==> src/rtl/ecsm_pkg.sv <==
`timescale 1ns / 1ps
`default_nettype none

package ecsm_pkg;

  localparam int unsigned ValueW = 12;
  localparam int unsigned CfgW   = 16;
  localparam int unsigned SegW   = 7;

  typedef logic [ValueW-1:0] value_t;
  typedef logic [SegW-1:0]   seg_t;
  typedef logic [1:0]        req_t;
  typedef logic [1:0]        digit_idx_t;

  typedef enum logic [1:0] {
    REQ_TICK  = 2'd0,
    REQ_STEP  = 2'd1,
    REQ_PRESS = 2'd2
  } req_e;

  typedef enum logic [1:0] {
    CFG_MAX_VALUE       = 2'd0,
    CFG_COUNTDOWN_START = 2'd1,
    CFG_TICKS_PER_STEP  = 2'd2,
    CFG_DEBOUNCE_MS     = 2'd3
  } cfg_idx_e;

  localparam value_t      MaxValueRst       = 12'd4095;
  localparam logic [3:0]  CountdownStartRst = 4'd10;
  localparam logic [15:0] TicksPerStepRst   = 16'd200;
  localparam logic [15:0] DebounceMsRst     = 16'd200;
  localparam logic [4:0]  CountdownValRst   = 5'd10;

  localparam seg_t SegDark = 7'h7F;

  // floor(v / 10^n) for v < 4096 by reciprocal multiplication
  localparam logic [15:0] RecipOne      = 16'd1;
  localparam logic [15:0] RecipTen      = 16'd6554;
  localparam logic [15:0] RecipHundred  = 16'd41944;
  localparam logic [15:0] RecipThousand = 16'd4195;

  typedef struct packed {
    logic       digit_valid;
    digit_idx_t digit_index;
    value_t     shown_value;
    logic       counting_down;
    logic       press_accepted;
  } beat_t;

  function automatic seg_t seg_of(input logic [3:0] d);
    seg_t s;
    case (d)
      4'd0: s = 7'h40;
      4'd1: s = 7'h79;
      4'd2: s = 7'h24;
      4'd3: s = 7'h30;
      4'd4: s = 7'h19;
      4'd5: s = 7'h12;
      4'd6: s = 7'h02;
      4'd7: s = 7'h78;
      4'd8: s = 7'h00;
      4'd9: s = 7'h10;
      default: s = SegDark;
    endcase
    return s;
  endfunction

endpackage

`default_nettype wire

==> src/rtl/ecsm_if.sv <==
`timescale 1ns / 1ps
`default_nettype none

interface ecsm_in_if;
  import ecsm_pkg::*;

  logic        valid;
  logic        ready;
  req_t        req_type;
  logic        direction;
  logic [31:0] now_ms;

  modport source (output valid, req_type, direction, now_ms, input ready);
  modport sink   (input valid, req_type, direction, now_ms, output ready);
endinterface

interface ecsm_out_if;
  import ecsm_pkg::*;

  logic       valid;
  logic       ready;
  logic       digit_valid;
  digit_idx_t digit_index;
  seg_t       segments_n;
  value_t     shown_value;
  logic       counting_down;
  logic       press_accepted;

  modport source (output valid, digit_valid, digit_index, segments_n, shown_value,
                  counting_down, press_accepted, input ready);
  modport sink   (input valid, digit_valid, digit_index, segments_n, shown_value,
                  counting_down, press_accepted, output ready);
endinterface

`default_nettype wire

==> src/rtl/encoder_counter_seven_segment_mux_core.sv <==
`timescale 1ns / 1ps
`default_nettype none

// Channel  Dir  Fields
// in_i     in   req_type[1:0], direction, now_ms[31:0]
// out_o    out  digit_valid, digit_index[1:0], segments_n[6:0], shown_value[11:0],
//               counting_down, press_accepted
// cfg      in   cfg_we_i, cfg_index_i[1:0], cfg_data_i[15:0]
//
// One beat accepted per cycle while in_i.ready is high; results leave from s3_q.
// State updates at the accept edge; two further stages split out the decimal digit
// (one reciprocal multiply, then a mod-ten stage with the segment decode).
// Reset clears state, config and valid flags; pipeline data registers are not reset.
// A stalled output holds; each stage refills as soon as the one after it moves.
module encoder_counter_seven_segment_mux_core (
  input  wire                  clk_i,
  input  wire                  rst_ni,
  input  wire                  cfg_we_i,
  input  ecsm_pkg::cfg_idx_e   cfg_index_i,
  input  wire [15:0]           cfg_data_i,
  ecsm_in_if.sink              in_i,
  ecsm_out_if.source           out_o
);
  import ecsm_pkg::*;

  value_t      max_value_q;
  logic [3:0]  cd_start_q;
  logic [15:0] ticks_per_step_q;
  logic [15:0] debounce_ms_q;

  logic        mode_q, mode_d;
  logic [4:0]  cd_val_q, cd_val_d;
  logic [15:0] tick_q, tick_d;
  value_t      enc_q, enc_d;
  value_t      latched_q, latched_d;
  digit_idx_t  ptr_q, ptr_d;
  logic [31:0] last_press_q, last_press_d;

  logic        v1_q, v2_q, v3_q;
  logic        rdy1, rdy2, rdy3;
  logic        accept;
  beat_t       s1_d, s1_q, s2_q, s3_q;
  value_t      q2_q;
  seg_t        seg3_q;

  logic [15:0] tick_inc;
  logic [31:0] press_gap;
  logic        press_ok;

  logic [15:0] recip;
  logic [27:0] prod2;
  value_t      q2_d;
  logic [24:0] prod3;
  logic [8:0]  quot3;
  value_t      rem3;

  assign rdy3     = !v3_q || out_o.ready;
  assign rdy2     = !v2_q || rdy3;
  assign rdy1     = !v1_q || rdy2;
  assign in_i.ready = rdy1;
  assign accept   = in_i.valid && rdy1;

  always_ff @(posedge clk_i or negedge rst_ni) begin
    if (!rst_ni) begin
      max_value_q      <= MaxValueRst;
      cd_start_q       <= CountdownStartRst;
      ticks_per_step_q <= TicksPerStepRst;
      debounce_ms_q    <= DebounceMsRst;
    end else if (cfg_we_i) begin
      case (cfg_index_i)
        CFG_MAX_VALUE:       max_value_q      <= cfg_data_i[ValueW-1:0];
        CFG_COUNTDOWN_START: cd_start_q       <= cfg_data_i[3:0];
        CFG_TICKS_PER_STEP:  ticks_per_step_q <= cfg_data_i;
        CFG_DEBOUNCE_MS:     debounce_ms_q    <= cfg_data_i;
        default: ;
      endcase
    end
  end

  assign tick_inc  = (tick_q != 16'hFFFF) ? tick_q + 16'd1 : tick_q;
  assign press_gap = in_i.now_ms - last_press_q;
  assign press_ok  = press_gap > {16'd0, debounce_ms_q};

  always_comb begin
    mode_d       = mode_q;
    cd_val_d     = cd_val_q;
    tick_d       = tick_q;
    enc_d        = enc_q;
    latched_d    = latched_q;
    ptr_d        = ptr_q;
    last_press_d = last_press_q;
    s1_d         = '0;
    if (accept) begin
      case (in_i.req_type)
        REQ_TICK: begin
          if (mode_q) begin
            if (tick_inc >= ticks_per_step_q) begin
              tick_d = '0;
              if (cd_val_q == '0) begin
                mode_d    = 1'b0;
                enc_d     = '0;
                latched_d = '0;
              end else begin
                cd_val_d  = cd_val_q - 5'd1;
                latched_d = {7'd0, cd_val_q - 5'd1};
              end
            end else begin
              tick_d = tick_inc;
            end
          end
          ptr_d              = ptr_q + 2'd1;
          s1_d.digit_valid   = 1'b1;
          s1_d.digit_index   = ptr_q;
        end
        REQ_STEP: begin
          if (!mode_q) begin
            if (in_i.direction) begin
              enc_d = (enc_q >= max_value_q) ? '0 : enc_q + 12'd1;
            end else begin
              enc_d = (enc_q == '0) ? max_value_q : enc_q - 12'd1;
            end
            latched_d = enc_d;
          end
        end
        REQ_PRESS: begin
          if (press_ok) begin
            s1_d.press_accepted = 1'b1;
            last_press_d        = in_i.now_ms;
            if (!mode_q) begin
              mode_d    = 1'b1;
              cd_val_d  = {1'b0, cd_start_q};
              tick_d    = '0;
              latched_d = {8'd0, cd_start_q};
            end
          end
        end
        default: ;
      endcase
    end
    s1_d.shown_value   = latched_d;
    s1_d.counting_down = mode_d;
  end

  always_ff @(posedge clk_i or negedge rst_ni) begin
    if (!rst_ni) begin
      mode_q       <= 1'b0;
      cd_val_q     <= CountdownValRst;
      tick_q       <= '0;
      enc_q        <= '0;
      latched_q    <= '0;
      ptr_q        <= '0;
      last_press_q <= '0;
    end else begin
      mode_q       <= mode_d;
      cd_val_q     <= cd_val_d;
      tick_q       <= tick_d;
      enc_q        <= enc_d;
      latched_q    <= latched_d;
      ptr_q        <= ptr_d;
      last_press_q <= last_press_d;
    end
  end

  // stage 2: shift the wanted decimal place down to the units
  always_comb begin
    case (s1_q.digit_index)
      2'd0:    recip = RecipOne;
      2'd1:    recip = RecipTen;
      2'd2:    recip = RecipHundred;
      default: recip = RecipThousand;
    endcase
    prod2 = s1_q.shown_value * recip;
    case (s1_q.digit_index)
      2'd0:    q2_d = s1_q.shown_value;
      2'd1:    q2_d = prod2[27:16];
      default: q2_d = {6'd0, prod2[27:22]};
    endcase
  end

  // stage 3: units digit of the quotient
  assign prod3 = q2_q * 13'd6554;
  assign quot3 = prod3[24:16];
  assign rem3  = q2_q - ({3'd0, quot3} * 12'd10);

  always_ff @(posedge clk_i or negedge rst_ni) begin
    if (!rst_ni) begin
      v1_q <= 1'b0;
      v2_q <= 1'b0;
      v3_q <= 1'b0;
    end else begin
      if (rdy1) v1_q <= accept;
      if (rdy2) v2_q <= v1_q;
      if (rdy3) v3_q <= v2_q;
    end
  end

  always_ff @(posedge clk_i) begin
    if (rdy1) s1_q <= s1_d;
    if (rdy2) begin
      s2_q <= s1_q;
      q2_q <= q2_d;
    end
    if (rdy3) begin
      s3_q   <= s2_q;
      seg3_q <= s2_q.digit_valid ? seg_of(rem3[3:0]) : SegDark;
    end
  end

  assign out_o.valid          = v3_q;
  assign out_o.digit_valid    = s3_q.digit_valid;
  assign out_o.digit_index    = s3_q.digit_index;
  assign out_o.segments_n     = seg3_q;
  assign out_o.shown_value    = s3_q.shown_value;
  assign out_o.counting_down  = s3_q.counting_down;
  assign out_o.press_accepted = s3_q.press_accepted;

  a_cd_range: assert property (@(posedge clk_i) disable iff (!rst_ni)
    cd_val_q <= 5'd15)
    else $error("countdown value out of range");

  a_stall_full: assert property (@(posedge clk_i) disable iff (!rst_ni)
    !in_i.ready |-> (v1_q && v2_q && v3_q))
    else $error("input stalled with a free stage");

  a_ptr_adv: assert property (@(posedge clk_i) disable iff (!rst_ni)
    (accept && in_i.req_type == REQ_TICK) |=> ptr_q == 2'($past(ptr_q) + 2'd1))
    else $error("digit pointer did not advance on a tick");

  a_dark: assert property (@(posedge clk_i) disable iff (!rst_ni)
    (out_o.valid && !out_o.digit_valid) |->
      (out_o.segments_n == SegDark && out_o.digit_index == 2'd0))
    else $error("non-digit beat drives segments");

endmodule

`default_nettype wire

==> src/flat_wrapper.sv <==
// flat-port wrapper written by rule: the top's interface ports become plain ports
module encoder_counter_seven_segment_mux_core_flat import ecsm_pkg::*;
  (clk_i, rst_ni, cfg_we_i, cfg_index_i, cfg_data_i, in_i_valid, in_i_req_type, in_i_direction, in_i_now_ms, in_i_ready, out_o_valid, out_o_digit_valid, out_o_digit_index, out_o_segments_n, out_o_shown_value, out_o_counting_down, out_o_press_accepted, out_o_ready);
  ecsm_in_if in_i_i ();
  ecsm_out_if out_o_i ();
  input  wire clk_i;
  input  wire rst_ni;
  input  wire cfg_we_i;
  input  ecsm_pkg::cfg_idx_e cfg_index_i;
  input  wire [15:0] cfg_data_i;
  input wire logic [$bits(in_i_i.valid)-1:0] in_i_valid;
  input wire logic [$bits(in_i_i.req_type)-1:0] in_i_req_type;
  input wire logic [$bits(in_i_i.direction)-1:0] in_i_direction;
  input wire logic [$bits(in_i_i.now_ms)-1:0] in_i_now_ms;
  output wire logic [$bits(in_i_i.ready)-1:0] in_i_ready;
  output wire logic [$bits(out_o_i.valid)-1:0] out_o_valid;
  output wire logic [$bits(out_o_i.digit_valid)-1:0] out_o_digit_valid;
  output wire logic [$bits(out_o_i.digit_index)-1:0] out_o_digit_index;
  output wire logic [$bits(out_o_i.segments_n)-1:0] out_o_segments_n;
  output wire logic [$bits(out_o_i.shown_value)-1:0] out_o_shown_value;
  output wire logic [$bits(out_o_i.counting_down)-1:0] out_o_counting_down;
  output wire logic [$bits(out_o_i.press_accepted)-1:0] out_o_press_accepted;
  input wire logic [$bits(out_o_i.ready)-1:0] out_o_ready;
  assign in_i_i.valid = in_i_valid;
  assign in_i_i.req_type = in_i_req_type;
  assign in_i_i.direction = in_i_direction;
  assign in_i_i.now_ms = in_i_now_ms;
  assign in_i_ready = in_i_i.ready;
  assign out_o_valid = out_o_i.valid;
  assign out_o_digit_valid = out_o_i.digit_valid;
  assign out_o_digit_index = out_o_i.digit_index;
  assign out_o_segments_n = out_o_i.segments_n;
  assign out_o_shown_value = out_o_i.shown_value;
  assign out_o_counting_down = out_o_i.counting_down;
  assign out_o_press_accepted = out_o_i.press_accepted;
  assign out_o_i.ready = out_o_ready;
  encoder_counter_seven_segment_mux_core u_core (.clk_i(clk_i), .rst_ni(rst_ni), .cfg_we_i(cfg_we_i), .cfg_index_i(cfg_index_i), .cfg_data_i(cfg_data_i), .in_i(in_i_i), .out_o(out_o_i));
endmodule
==> config.mk <==
export PLATFORM = sky130hd
export DESIGN_NAME = encoder_counter_seven_segment_mux_core_flat
export DESIGN_NICKNAME = d
export VERILOG_FILES = /design/src/rtl/ecsm_pkg.sv /design/src/rtl/ecsm_if.sv /design/src/rtl/encoder_counter_seven_segment_mux_core.sv /design/src/flat_wrapper.sv
export SDC_FILE = /design/constraint.sdc
export NUM_CORES = 1
export LEC_CHECK = 0
export BUFFER_PORTS_ARGS = -buffer_cell sky130_fd_sc_hd__buf_4
export CAP_MARGIN = 5
export CORE_MARGIN = 4
export CORE_UTILIZATION = 30
export CTS_CLUSTER_SIZE = 30
export DETAILED_ROUTE_END_ITERATION = 7
export PLACE_DENSITY = 0.46
export SETUP_SLACK_MARGIN = 0.05
export SLEW_MARGIN = 20
export SYNTH_ARGS = -nofsm -noshare
export SYNTH_HDL_FRONTEND = slang
export SYNTH_SLANG_ARGS = --single-unit
==> constraint.sdc <==
create_clock -name clk_i -period 7.6 [get_ports clk_i]
set_input_delay 0.38 -clock clk_i [delete_from_list [all_inputs] [get_ports clk_i]]
set_output_delay 0.38 -clock clk_i [all_outputs]
set_load 0.1 [all_outputs]
==> results.md <==
- Synthesis-to-layout area growth: 12.8%
- CTS Sinks: 201
- Flop and latch count out of synthesis: 201
- Worst R2R Start: u_core.s1_q[15]
- M2 GR Usage: 0.236
- Via count: 13800
- Initial antenna violation count: 1
- Final hold viol count: 0
- MaxCap Viol Count: 0
- Vias per cell: 4.79
- Synth cell types: 88
- Max clock buf depth: 3
- Largest net degree at the start of global routing: 72
- Final worst-path cycle share: 0.931
- GR peak layer: met2
- R2r setup slk: 0.52 ns
- Port Buffers: 83
- Hold Slack: 0.0565 ns
- Antenna cell count: 0
- GRT Util Overall: 0.141
- Mean Syn Cell Area: 9.83 um2
- Std cell rows: 92
- Core area: 63000 um2
- Drt wl/cell: 16.7 um
- CTS tree: yes
- Cells on worst reg2reg path: 25
- Final Wtd Congestion: 0.905
- Syn_nets: 2376
- Grt ovf: 0
- CTS H-Tree Depth: 1
- RSZ-0062 raised after global routing: no
- CTS Root Cell: clkbuf_16
- Fin area: 21500 um2
- Die ar.: 67600 um2
- Crit path from: u_core.s1_q[15]
- Post-Route Setup TNS: 0 ns
- Final WL: 48.1 mm
- Die height: 260 um
- Cell Area, Synth: 19100 um2
- Synth area leaders: ha_1, fa_1, dfrtp_1
- Clk pin slew, worst setup/hold paths: 0.06 ns
- Worst-path maximum fanout: 16
- Vias in the first global route: 14000
- Initial core utilization: 0.303
- Most common cell in the synthesized netlist: inv_1
- Share of the synthesized area in the top cell type: 0.160
- Slew of the pin with the lowest slew margin: 0.883 ns
- Post-route DRC: 0
- Seq/Total Area, Yosys: 0.284
- Initial DRC Count: 746
- Status: complete, no violations
- CTS buffer count: 26
- Synth warnings: 0
- Final ANT Viol Nets: 0
- First-pass GRT wire length: 77.1 mm
- Die X: 260 um
- Most frequent cells after synthesis: inv_1, ha_1, fa_1, nand2_1, dfrtp_1
- Mapped Cells: 1938
- Worst skew pair latency: 0.55 ns
- Nets: 2449
- Dpl hpwl: 39.2 mm
- Met3 Track Usage GR: 0.0167
- 1st-pass router iterations: 5
- Post-synth EDFFs: 70
- Req. time, crit path: 7.87 ns
- Met1 Use GR: 0.198
- CP endpoint: u_core.q2_q[2]
- Startpoint Class: register
- Placed inst area: 20600 um2
- Final setup violating endpoints: 0
- Crit path DAT: 7.35 ns
- Setup CP Type: register to register
- Final slew viol count: 0
- Postcts setup bufs: 0
- Hold Crit Class: primary input to register
- Area leader, netlist: ha_1
- Rel. slew slack: 0.409
- Synth Flop Type: dfrtp_1
- Post-synthesis async set-or-reset flop share: 0.652
- Share of layout cells above drive strength 1: 0.131
- Fmax: 141 MHz
- Fin crit period: 7.08 ns
- Critical Path End Type: register
- I/O pin cnt: 84
- Reg2reg end: u_core.q2_q[2]
- Clk_skew: 0.0286 ns
## layout by cell type, fill, tap and decap left out, drive strengths merged, types with 20 or more instances in the layout
cell type | netlist | final
mux2 | 72 | 72
buf | 15 | 96
and2 | 52 | 52
nor2b | 31 | 31
nand3 | 28 | 28
clkbuf | 37 | 34
xnor2 | 52 | 52
ha | 243 | 243
nand4 | 20 | 20
a21o | 30 | 30
xor2 | 30 | 30
a21oi | 76 | 76
edfxtp | 70 | 70
dfstp | 22 | 22
inv | 335 | 336
nor3 | 26 | 26
o21a | 20 | 20
nor2 | 104 | 104
fa | 137 | 137
dfrtp | 109 | 109
o21ai | 91 | 91
nand2 | 128 | 128
## area by class of cell
cell class,instances,area [um2]
Fill cell,6420,41500
Tap cell,846,1060
Multi-Input combinational cell,1350,12200
Inverter,335,1260
Timing Repair Buffer,97,734
Clock inverter,14,136
Clock buffer,34,722
Sequential cell,201,5410
## per-layer routing
metal	wire length [um]	up-vias
met1	23000	6806
met3	1460	49
met2	22700	228
met5	0	-
met4	829	0
li1	-	6705
## what timing repair did
action,in CTS,in global routing
setup endpoints to repair,0,10
endpoints found under the hold margin,54,0
hold buffers,1,0
resized for setup,0,4
## registers in the layout, indices dropped and copies added (netlist names), 4 cells and up
signal                    cells
u_core.cd_start_q             4
u_core.enc_q                 12
u_core.s2_q                  17
u_core.max_value_q           12
u_core.latched_q             12
u_core.out_o.shown_value     12
u_core.q2_q                  12
u_core.last_press_q          32
u_core.tick_q                16
u_core.ticks_per_step_q      16
u_core.cd_val_q               5
u_core.debounce_ms_q         16
u_core.out_o.segments_n       7
u_core.s1_q                  17
## worst max-delay path, stage by stage (launching register included)
cell and delay, ns:
edfxtp_1 0.38, buf_4 0.21, ha_1 0.37, and2_1 0.27, nor2_1 0.20, inv_1 0.08
ha_1 0.29, inv_1 0.06, fa_1 0.54, inv_1 0.06, fa_1 0.50, fa_1 0.55
inv_1 0.05, fa_1 0.54, inv_1 0.04, ha_1 0.30, a211oi_1 0.20, o21ai_0 0.18
a2111oi_2 0.52, a211oi_2 0.20, nor3_2 0.31, nor3b_1 0.13, o21ai_1 0.20, and2b_1 0.20
xnor2_1 0.10, a221o_1 0.32
## cells by family (layout without fill, tap and decap cells)
group / Yosys count / after routing / share of synthesized area
buffers and inverters: 387 / 480 / 0.0786
flip-flops: 201 / 201 / 0.284
AND/OR/NAND/NOR: 468 / 468 / 0.124
multiplexers: 79 / 79 / 0.0519
adder cells (fa/ha/maj): 380 / 380 / 0.304
XOR/XNOR: 82 / 82 / 0.0381
AO/OA/AOI/OAI: 341 / 341 / 0.120
## stage by stage
stage,setup slack [ns],utilization,std cells
after floorplan,0.700,-,1938
after global placement,0.364,0.327,2828
after detailed placement,0.154,0.327,2828
after CTS,0.0995,0.341,2877
after global routing,0.0917,0.341,2877
final,0.522,0.341,2877
## worst min path at each step
stage | cells past startpoint | slack, ns | from | to
5_1_grt | 2 | 0.05 | in_i_now_ms[18] | u_core.last_press_q[18]
6_report | 3 | 0.06 | cfg_data_i[4] | u_core.max_value_q[4]
3_5_place_dp | 0 | 0.41 | u_core.s2_q[15] | u_core.out_o.digit_index[1]
2_1_floorplan | 0 | 0.08 | rst_ni | u_core.cd_start_q[0]
3_3_place_gp | 0 | 0.40 | u_core.s2_q[13] | u_core.out_o.shown_value[11]
4_1_cts | 3 | 0.03 | cfg_data_i[4] | u_core.max_value_q[4]
Power is left out: the tool's default activity adds up to more than one toggle a clock period on the data nets, which glitch-free logic cannot reach.
